`src/hdl/assert_macros.svh`:
```
// Assertion macros used by the top level of the stack machine executor.
`ifndef ASSERT_MACROS_SVH
`define ASSERT_MACROS_SVH

// Property checked at every rising clock edge outside reset.
`define SME_ASSERT(lbl, prop, msg) \
    lbl: assert property (@(posedge i_clk) disable iff (!i_rst_n) (prop)) else $error(msg);

// Consequent checked in the cycle after the antecedent holds.
`define SME_ASSERT_NEXT(lbl, ante, cons, msg) \
    lbl: assert property (@(posedge i_clk) disable iff (!i_rst_n) (ante) |=> (cons)) \
        else $error(msg);

`endif

```
`src/hdl/sme_pkg.sv`:
```
// Types and constants shared by the stack machine executor modules.
package sme_pkg;

    localparam logic [3:0] CMD_PUSH    = 4'd0;
    localparam logic [3:0] CMD_ADD     = 4'd1;
    localparam logic [3:0] CMD_SUB     = 4'd2;
    localparam logic [3:0] CMD_MUL     = 4'd3;
    localparam logic [3:0] CMD_DIV     = 4'd4;
    localparam logic [3:0] CMD_MOD     = 4'd5;
    localparam logic [3:0] CMD_EQ      = 4'd6;
    localparam logic [3:0] CMD_GR      = 4'd7;
    localparam logic [3:0] CMD_DUP     = 4'd8;
    localparam logic [3:0] CMD_SWAP    = 4'd9;
    localparam logic [3:0] CMD_CJMP    = 4'd10;
    localparam logic [3:0] CMD_PRINT   = 4'd11;
    localparam logic [3:0] CMD_NEWLINE = 4'd12;

    localparam logic [1:0] STAT_OK    = 2'd0;
    localparam logic [1:0] STAT_UNDER = 2'd1;
    localparam logic [1:0] STAT_OVER  = 2'd2;
    localparam logic [1:0] STAT_DIVZ  = 2'd3;

    typedef struct packed {
        logic [3:0]         command;
        logic signed [31:0] push_value;
        logic [15:0]        current_pc;
    } t_sme_in;

    typedef struct packed {
        logic [1:0]         status;
        logic [15:0]        next_pc;
        logic               print_valid;
        logic signed [31:0] print_value;
        logic               newline_flag;
    } t_sme_out;

    typedef enum logic [1:0] {
        S_IDLE,
        S_EXEC,
        S_SWAP,
        S_WAIT
    } t_state;

    typedef enum logic [1:0] {
        IT_MUL,
        IT_DIV,
        IT_MOD
    } t_iter_op;

    typedef struct packed {
        logic     start;
        t_iter_op op;
    } t_iter_req;

endpackage

```
`src/hdl/sme_ram.sv`:
```
// Generic single-write, dual-read RAM with registered read data.
module sme_ram #(
    parameter int WIDTH = 32,
    parameter int DEPTH = 64
) (
    input  logic                     i_clk,
    input  logic                     i_we,
    input  logic [$clog2(DEPTH)-1:0] i_waddr,
    input  logic [WIDTH-1:0]         i_wdata,
    input  logic                     i_re,
    input  logic [$clog2(DEPTH)-1:0] i_raddr_a,
    input  logic [$clog2(DEPTH)-1:0] i_raddr_b,
    output logic [WIDTH-1:0]         o_rdata_a,
    output logic [WIDTH-1:0]         o_rdata_b
);

    logic [WIDTH-1:0] r_mem [DEPTH];
    logic [WIDTH-1:0] r_rdata_a;
    logic [WIDTH-1:0] r_rdata_b;

    always_ff @(posedge i_clk) begin
        if (i_we) begin
            r_mem[i_waddr] <= i_wdata;
        end
        if (i_re) begin
            r_rdata_a <= r_mem[i_raddr_a];
            r_rdata_b <= r_mem[i_raddr_b];
        end
    end

    assign o_rdata_a = r_rdata_a;
    assign o_rdata_b = r_rdata_b;

endmodule

```
`src/hdl/sme_iter.sv`:
```
// Iterative multiplier (16 bits a step) and restoring divider (one bit a step).
module sme_iter #(
    parameter int WIDTH = 32
) (
    input  logic              i_clk,
    input  logic              i_rst_n,
    input  sme_pkg::t_iter_req i_req,
    input  logic [WIDTH-1:0]  i_a,
    input  logic [WIDTH-1:0]  i_b,
    output logic              o_done,
    output logic [WIDTH-1:0]  o_result
);
    import sme_pkg::*;

    localparam int NCH  = (WIDTH + 15) / 16;
    localparam int CNTW = $clog2(WIDTH + 1);

    logic             r_busy;
    logic             r_done;
    logic [CNTW-1:0]  r_cnt;
    t_iter_op         r_op;
    logic [WIDTH-1:0] r_a;
    logic [WIDTH-1:0] r_b;
    logic [WIDTH-1:0] r_acc;
    logic             r_nega;
    logic             r_negq;

    logic [15:0]       w_chunk;
    logic [WIDTH+15:0] w_prod;
    logic [WIDTH:0]    w_rem_sh;
    logic [WIDTH:0]    w_diff;
    logic [WIDTH-1:0]  w_ma;
    logic [WIDTH-1:0]  w_mb;

    assign w_chunk  = 16'(r_b);
    assign w_prod   = r_a * w_chunk;
    assign w_rem_sh = {r_acc, r_a[WIDTH-1]};
    assign w_diff   = w_rem_sh - {1'b0, r_b};
    assign w_ma     = i_a[WIDTH-1] ? (WIDTH'(0) - i_a) : i_a;
    assign w_mb     = i_b[WIDTH-1] ? (WIDTH'(0) - i_b) : i_b;

    always_ff @(posedge i_clk) begin
        if (!i_rst_n) begin
            r_busy <= 1'b0;
            r_done <= 1'b0;
            r_cnt  <= '0;
        end else begin
            r_done <= 1'b0;
            if (i_req.start) begin
                r_busy <= 1'b1;
                r_cnt  <= (i_req.op == IT_MUL) ? CNTW'(NCH) : CNTW'(WIDTH);
            end else if (r_busy) begin
                r_cnt <= r_cnt - CNTW'(1);
                if (r_cnt == CNTW'(1)) begin
                    r_busy <= 1'b0;
                    r_done <= 1'b1;
                end
            end
        end
    end

    // For division r_a holds the dividend shifting out and the quotient shifting in,
    // and r_acc holds the partial remainder.
    always_ff @(posedge i_clk) begin
        if (i_req.start) begin
            r_op   <= i_req.op;
            r_nega <= i_a[WIDTH-1];
            r_negq <= i_a[WIDTH-1] ^ i_b[WIDTH-1];
            r_acc  <= '0;
            if (i_req.op == IT_MUL) begin
                r_a <= i_a;
                r_b <= i_b;
            end else begin
                r_a <= w_ma;
                r_b <= w_mb;
            end
        end else if (r_busy) begin
            if (r_op == IT_MUL) begin
                r_acc <= r_acc + w_prod[WIDTH-1:0];
                r_a   <= r_a << 16;
                r_b   <= r_b >> 16;
            end else begin
                if (!w_diff[WIDTH]) begin
                    r_acc <= w_diff[WIDTH-1:0];
                    r_a   <= {r_a[WIDTH-2:0], 1'b1};
                end else begin
                    r_acc <= w_rem_sh[WIDTH-1:0];
                    r_a   <= {r_a[WIDTH-2:0], 1'b0};
                end
            end
        end
    end

    always_comb begin
        case (r_op)
            IT_MUL:  o_result = r_acc;
            IT_DIV:  o_result = r_negq ? (WIDTH'(0) - r_a) : r_a;
            IT_MOD:  o_result = r_nega ? (WIDTH'(0) - r_acc) : r_acc;
            default: o_result = r_acc;
        endcase
    end

    assign o_done = r_done;

endmodule

```
`src/hdl/stack_machine_executor_top.sv`:
```
// Stack machine executor top level: one instruction per item on a RAM-held stack.
// Most commands register their result from the execute state after acceptance; swap adds a
// second write state (two writes through the single RAM write port), and mul, div and mod
// wait for the iterative unit; busy is low in the strobe cycle, so the next item may be
// accepted at the edge that takes the result, but none is taken while busy. Synchronous
// active-low reset empties the stack; results cannot stall.
module stack_machine_executor_top #(
    parameter int STACK_DEPTH = 64,
    parameter int WORD_WIDTH  = 32
) (
    input  logic              i_clk,
    input  logic              i_rst_n,
    input  logic              start,
    output logic              busy,
    input  sme_pkg::t_sme_in  i_cmd,
    output logic              o_valid,
    output sme_pkg::t_sme_out o_result
);
    import sme_pkg::*;

    localparam int AW = $clog2(STACK_DEPTH);
    localparam int CW = $clog2(STACK_DEPTH + 1);
    localparam int XW = (WORD_WIDTH > 16) ? WORD_WIDTH : 16;

    t_state          r_state, n_state;
    logic [CW-1:0]   r_count, n_count;
    t_sme_in         r_in;
    t_sme_out        r_out, n_out;
    logic            r_valid, n_valid;

    logic                  w_accept;
    logic                  w_we;
    logic [AW-1:0]         w_waddr;
    logic [WORD_WIDTH-1:0] w_wdata;
    logic [CW-1:0]         w_cm1;
    logic [CW-1:0]         w_cm2;
    logic [AW-1:0]         w_idx_top;
    logic [AW-1:0]         w_idx_sec;
    logic [AW-1:0]         w_idx_push;
    logic [WORD_WIDTH-1:0] w_a;
    logic [WORD_WIDTH-1:0] w_b;
    logic [WORD_WIDTH-1:0] w_pv;
    logic [XW-1:0]         w_b_sx;
    logic [15:0]           w_jmp;
    logic                  w_empty;
    logic                  w_lt2;
    logic                  w_full;
    t_iter_req             n_ireq;
    logic                  w_it_done;
    logic [WORD_WIDTH-1:0] w_it_res;

    assign busy     = (r_state != S_IDLE);
    assign w_accept = start && !busy;

    assign w_cm1      = r_count - CW'(1);
    assign w_cm2      = r_count - CW'(2);
    assign w_idx_top  = w_cm1[AW-1:0];
    assign w_idx_sec  = w_cm2[AW-1:0];
    assign w_idx_push = r_count[AW-1:0];

    assign w_empty = (r_count == '0);
    assign w_lt2   = (r_count < CW'(2));
    assign w_full  = (r_count >= CW'(STACK_DEPTH));

    assign w_pv   = WORD_WIDTH'($signed(r_in.push_value));
    assign w_b_sx = XW'($signed(w_b));
    assign w_jmp  = r_in.current_pc + w_b_sx[15:0] - 16'd1;

    sme_ram #(
        .WIDTH(WORD_WIDTH),
        .DEPTH(STACK_DEPTH)
    ) u_stack (
        .i_clk     (i_clk),
        .i_we      (w_we),
        .i_waddr   (w_waddr),
        .i_wdata   (w_wdata),
        .i_re      (w_accept),
        .i_raddr_a (w_idx_top),
        .i_raddr_b (w_idx_sec),
        .o_rdata_a (w_b),
        .o_rdata_b (w_a)
    );

    sme_iter #(
        .WIDTH(WORD_WIDTH)
    ) u_iter (
        .i_clk    (i_clk),
        .i_rst_n  (i_rst_n),
        .i_req    (n_ireq),
        .i_a      (w_a),
        .i_b      (w_b),
        .o_done   (w_it_done),
        .o_result (w_it_res)
    );

    always_ff @(posedge i_clk) begin
        if (!i_rst_n) begin
            r_state <= S_IDLE;
            r_count <= '0;
            r_valid <= 1'b0;
        end else begin
            r_state <= n_state;
            r_count <= n_count;
            r_valid <= n_valid;
        end
    end

    always_ff @(posedge i_clk) begin
        if (w_accept) begin
            r_in <= i_cmd;
        end
        if (n_valid) begin
            r_out <= n_out;
        end
    end

    // The top of stack reads on port a (operand B), the word below it on port b (operand A).
    always_comb begin
        n_state      = r_state;
        n_count      = r_count;
        n_valid      = 1'b0;
        n_out        = '0;
        n_out.status = STAT_OK;
        n_out.next_pc = r_in.current_pc;
        n_ireq       = '{start: 1'b0, op: IT_MUL};
        w_we         = 1'b0;
        w_waddr      = w_idx_sec;
        w_wdata      = w_a;
        case (r_state)
            S_IDLE: begin
                if (w_accept) begin
                    n_state = S_EXEC;
                end
            end
            S_EXEC: begin
                n_valid = 1'b1;
                n_state = S_IDLE;
                case (r_in.command)
                    CMD_PUSH: begin
                        if (w_full) begin
                            n_out.status = STAT_OVER;
                        end else begin
                            w_we    = 1'b1;
                            w_waddr = w_idx_push;
                            w_wdata = w_pv;
                            n_count = r_count + CW'(1);
                        end
                    end
                    CMD_ADD, CMD_SUB, CMD_EQ, CMD_GR: begin
                        if (w_lt2) begin
                            n_out.status = STAT_UNDER;
                        end else begin
                            w_we    = 1'b1;
                            n_count = w_cm1;
                            case (r_in.command)
                                CMD_ADD: w_wdata = w_a + w_b;
                                CMD_SUB: w_wdata = w_a - w_b;
                                CMD_EQ:  w_wdata = WORD_WIDTH'(w_a == w_b);
                                default: w_wdata = WORD_WIDTH'($signed(w_a) > $signed(w_b));
                            endcase
                        end
                    end
                    CMD_MUL, CMD_DIV, CMD_MOD: begin
                        if (w_lt2) begin
                            n_out.status = STAT_UNDER;
                        end else if (r_in.command != CMD_MUL && w_b == '0) begin
                            n_out.status = STAT_DIVZ;
                        end else begin
                            n_valid      = 1'b0;
                            n_state      = S_WAIT;
                            n_ireq.start = 1'b1;
                            case (r_in.command)
                                CMD_MUL: n_ireq.op = IT_MUL;
                                CMD_DIV: n_ireq.op = IT_DIV;
                                default: n_ireq.op = IT_MOD;
                            endcase
                        end
                    end
                    CMD_DUP: begin
                        if (w_empty) begin
                            n_out.status = STAT_UNDER;
                        end else if (w_full) begin
                            n_out.status = STAT_OVER;
                        end else begin
                            w_we    = 1'b1;
                            w_waddr = w_idx_push;
                            w_wdata = w_b;
                            n_count = r_count + CW'(1);
                        end
                    end
                    CMD_SWAP: begin
                        if (w_lt2) begin
                            n_out.status = STAT_UNDER;
                        end else begin
                            // The second word goes on top now; the old top lands next cycle.
                            w_we    = 1'b1;
                            w_waddr = w_idx_top;
                            w_wdata = w_a;
                            n_valid = 1'b0;
                            n_state = S_SWAP;
                        end
                    end
                    CMD_CJMP: begin
                        if (w_lt2) begin
                            n_out.status = STAT_UNDER;
                        end else begin
                            n_count = w_cm2;
                            if (w_a != '0) begin
                                n_out.next_pc = w_jmp;
                            end
                        end
                    end
                    CMD_PRINT: begin
                        if (w_empty) begin
                            n_out.status = STAT_UNDER;
                        end else begin
                            n_out.print_valid = 1'b1;
                            n_out.print_value = 32'($signed(w_b));
                            n_count           = w_cm1;
                        end
                    end
                    CMD_NEWLINE: begin
                        n_out.newline_flag = 1'b1;
                    end
                    default: begin
                    end
                endcase
            end
            S_SWAP: begin
                w_we    = 1'b1;
                w_waddr = w_idx_sec;
                w_wdata = w_b;
                n_valid = 1'b1;
                n_state = S_IDLE;
            end
            S_WAIT: begin
                if (w_it_done) begin
                    w_we    = 1'b1;
                    w_waddr = w_idx_sec;
                    w_wdata = w_it_res;
                    n_count = w_cm1;
                    n_valid = 1'b1;
                    n_state = S_IDLE;
                end
            end
            default: begin
                n_state = S_IDLE;
            end
        endcase
    end

    assign o_valid  = r_valid;
    assign o_result = r_out;

`include "assert_macros.svh"

    `SME_ASSERT(a_count_bound, r_count <= CW'(STACK_DEPTH), "stack count above depth")
    `SME_ASSERT_NEXT(a_strobe_single, o_valid, !o_valid, "result strobe longer than a cycle")
    `SME_ASSERT(a_write_busy, !w_we || busy, "stack written while idle")
    `SME_ASSERT_NEXT(a_accept_exec, w_accept, r_state == S_EXEC, "accepted item not executed")

endmodule
```
`config.mk`:
```
export PLATFORM = sky130hd
export DESIGN_NAME = stack_machine_executor_top
export DESIGN_NICKNAME = d
export VERILOG_FILES = /design/src/hdl/sme_pkg.sv /design/src/hdl/sme_ram.sv /design/src/hdl/sme_iter.sv /design/src/hdl/stack_machine_executor_top.sv
export VERILOG_INCLUDE_DIRS = /design/src /design/src/hdl
export SDC_FILE = /design/constraint.sdc
export NUM_CORES = 2
export LEC_CHECK = 0
export BUFFER_PORTS_ARGS = -buffer_cell sky130_fd_sc_hd__buf_2
export CAP_MARGIN = 10
export CORE_MARGIN = 1.5
export CORE_UTILIZATION = 54
export DETAILED_ROUTE_END_ITERATION = 12
export PLACE_DENSITY_LB_ADDON = 0.1
export SLEW_MARGIN = 20
export SYNTH_ARGS = -nofsm -noshare
export SYNTH_HDL_FRONTEND = slang
export SYNTH_SLANG_ARGS = --single-unit
```
`constraint.sdc`:
```
create_clock -name i_clk -period 21.2 [get_ports i_clk]
set_clock_uncertainty 0.1 [all_clocks]
set_input_delay 0 -clock i_clk [delete_from_list [all_inputs] [get_ports i_clk]]
set_output_delay 0 -clock i_clk [all_outputs]
set_load 0.005 [all_outputs]
```
==> results.txt <==
TritonCTS buffer count = 239
Clk_lat worst skew = 0.91 ns
Postcts setup bufs = 0
Max Fanout on Critical Path = 27
Sequential fraction of design power = 0.405
Clock-pin slew on the worst setup and hold paths = 0.06 ns
Slew margin rel. = 0.1434
Die X = 491.5 µm
RSZ-0062 raised after global routing = false
Cells after synthesis = 8016
Post-route antenna net violation count = 0
Post-synth cell types = 96
Minimum clock period = 7.642 ns
Commonest non-fill, non-tap cell in the layout = edfxtp_1
Ys flop type = edfxtp_1
Placed Cells = 10.99k
Seq/Total Area, Yosys = 0.5401
CTS tree = yes
Critical Path Sink Type = flip-flop
Share of layout cells above drive strength 1 = 0.2638
First-pass GRT wire length = 626300 µm
Net count after synthesis = 8616
CTS max path bufs = 3
DP HPWL = 276700 µm
DRC errors left = 0
H-tree depth = 4
Worst Max-Slew Pin Slew = 1.271 ns
Syn Area/Cell = 16.07 µm²
Fraction of the cycle the final worst path needs = 0.3605
Syn-to-layout area delta = 11.30%
Fin. max-slew vios = 0
Power, Total = 13.44 mW
Combinational power share = 0.269
Max Cap Viol = 0
Final Setup Violations = 0
Die span in y = 491.5 µm
Pwr per Cell Area = 93.73 nW/µm²
Nets = 8776
Routed Wire Length = 448100 µm
DIE AREA = 241500 µm²
Initial Utilization = 0.5422
Worst EP required = 21.79 ns
Hold Path Class = in -> reg
Async SR Flop Fraction = 0
RePlAce Congestion = 1.009
P_leak = 46.87 nW
Max Clock Freq = 0.1309 GHz
Setup Total Neg Slack = 0 ns
Number of synthesized flops with an enable pin = 2284
Most frequent cells in the layout = 2284 x edfxtp_1, 1330 x mux4_2, 620 x inv_1
Peak VDD IR = 225.7 µV
Net Sw Frac = 0.3253
Synthesized cell area = 128800 µm²
Initial antenna violation count = 23
Clk pwr share = 0.326
Largest net degree at the start of global routing = 121
Clock root cell = clkbuf_16
Vias in the first global route = 81.20k
DR iter-0 viols = 12.74k
Overall routing resource usage = 0.3720
TritonRoute pass-1 iters = 9
Core box area = 237600 µm²
Finished Layout Cells = 11.55k
Number of synthesized register bits = 2334
Gr ovfl total = 0
Switching power = 4.372 mW
# clock sinks = 2334
WL/cell = 38.80 µm
IO Pins = 109
Vias = 82.58k
Port Buffers = 108
Worst path arrival time = 8.24 ns
Cell Int Power = 9.068 mW
Site row count = 179
WS Path Type = reg -> reg
Fillers = 17.61k
Final hold vios = 0
Startpoint types = flip-flop
Status = completed
Cts repair resizes = 0
Synth warn = 0
Vias per cell = 7.152
[through the flow]
step	hold WS, ns	cell area [µm²]	worst slack (ns)	utilization
after floorplan	-0.001131	128800	13.07	-
after global placement	0.07624	134200	13.72	0.5646
after detailed placement	0.07813	134200	13.61	0.5646
after CTS	0.2313	143300	13.61	0.6032
after global routing	0.2708	143400	13.21	0.6034
final	0.2625	143400	13.56	0.6034
[flip-flops by register name (all words and copies together), names as in the netlist, 2 cells and up]
register,flops
o_result,52
r_count,7
r_in,20
r_state,2
u_iter.r_a,32
u_iter.r_acc,32
u_iter.r_b,32
u_iter.r_cnt,6
u_iter.r_op,2
u_stack.o_rdata_a,32
u_stack.o_rdata_b,32
u_stack.r_mem,2048
w_pv,32
[cell type report]
type                            count  area [µm²]  area share
Antenna cell                        5       12.51  0.00008726
Clock buffer                      289        6232     0.04346
Clock inverter                    151        1877     0.01309
Inverter                          621        2331     0.01626
Multi-Input combinational cell   4515       55800      0.3892
Sequential cell                  2334       69600      0.4853
Tap cell                         3167        3963     0.02763
Timing Repair Buffer              465        3578     0.02496
[path summary, 6_finish.rpt]
kind,startpoint,to,slack (ns),cells past startpoint
worst min-delay path,i_cmd[39],w_pv[23],0.26,3
worst min register to register,r_in[5],o_result[39],0.46,2
worst max register to register,u_iter.r_b[5],u_iter.r_acc[31],13.56,22
worst max-delay path,u_iter.r_b[5],u_iter.r_acc[31],13.56,22
[metal layers]
| metal | vias up | share of wire | GRT usage |
|---|---|---|---|
| met5 | - | 0.000089 | 0 |
| li1 | 32140 | - | - |
| met1 | 43490 | 0.35 | 0.4957 |
| met3 | 1128 | 0.12 | 0.09143 |
| met2 | 5815 | 0.47 | 0.5757 |
| met4 | 6 | 0.061 | 0.1873 |
[power groups by stage]
stage | Sequential [mW] | Clock [mW] | Combinational [mW]
3_5_place_dp | 5.52 | 0 | 3.54
4_1_cts | 5.43 | 4.41 | 3.57
6_report | 5.44 | 4.38 | 3.62
3_3_place_gp | 5.53 | 0 | 3.52
5_1_grt | 5.43 | 4.58 | 3.87
2_1_floorplan | 5.46 | 0 | 2.24
[worst max-delay path: stages (launching register included)]
cell       delay [ns]
edfxtp_1         1.08
and2_1           0.27
fa_1             0.42
inv_1            0.08
fa_1             0.44
fa_1             0.53
fa_1             0.57
inv_1            0.05
fa_1             0.48
inv_1            0.05
fa_1             0.47
inv_1            0.04
ha_1             0.36
nand2_1          0.10
o21ai_0          0.22
and2_1           0.20
nor2_1           0.09
a2bb2oi_1        0.19
o21ai_1          0.55
o31ai_1          0.23
or4b_2           0.71
a21oi_1          0.18
o32ai_1          0.10
[timing repair]
| action | CTS | global route |
|---|---|---|
| endpoints found under the setup margin | 0 | 0 |
| hold buffers | 108 | 0 |
| endpoints found under the hold margin | 129 | 0 |
[synthesized netlist by cell type (all sizes together) (40+ instances only)]
cell type / n / share of area
ha: 207 / 0.020
fa: 338 / 0.053
xnor2: 131 / 0.0089
a21oi: 262 / 0.010
xor2: 66 / 0.0045
buf: 146 / 0.0050
dfxtp: 50 / 0.0078
edfxtp: 2284 / 0.53
nor3: 89 / 0.0036
inv: 621 / 0.018
mux2i: 40 / 0.0031
mux4: 1330 / 0.23
o31ai: 50 / 0.0030
clkbuf: 400 / 0.012
nor2: 289 / 0.0085
a211oi: 50 / 0.0029
nand2: 510 / 0.015
o21ai: 255 / 0.010
and2: 179 / 0.0087
nand3: 72 / 0.0028
[cells by family (layout without fill, tap and decap cells)]
family / Yosys count / after routing / synth area share
AOI/OAI and AO/OA: 1048 / 1048 / 0.05344
xor gates and xnor gates: 197 / 197 / 0.01339
adders and majority gates: 545 / 545 / 0.07262
buffers and inverters: 1167 / 1526 / 0.03473
DFF: 2334 / 2334 / 0.5401
muxes: 1375 / 1375 / 0.2360
other: 0 / 5 / 0
and+or+nand+nor: 1350 / 1350 / 0.04966
Note: power is estimated with default switching activity, not from simulation.
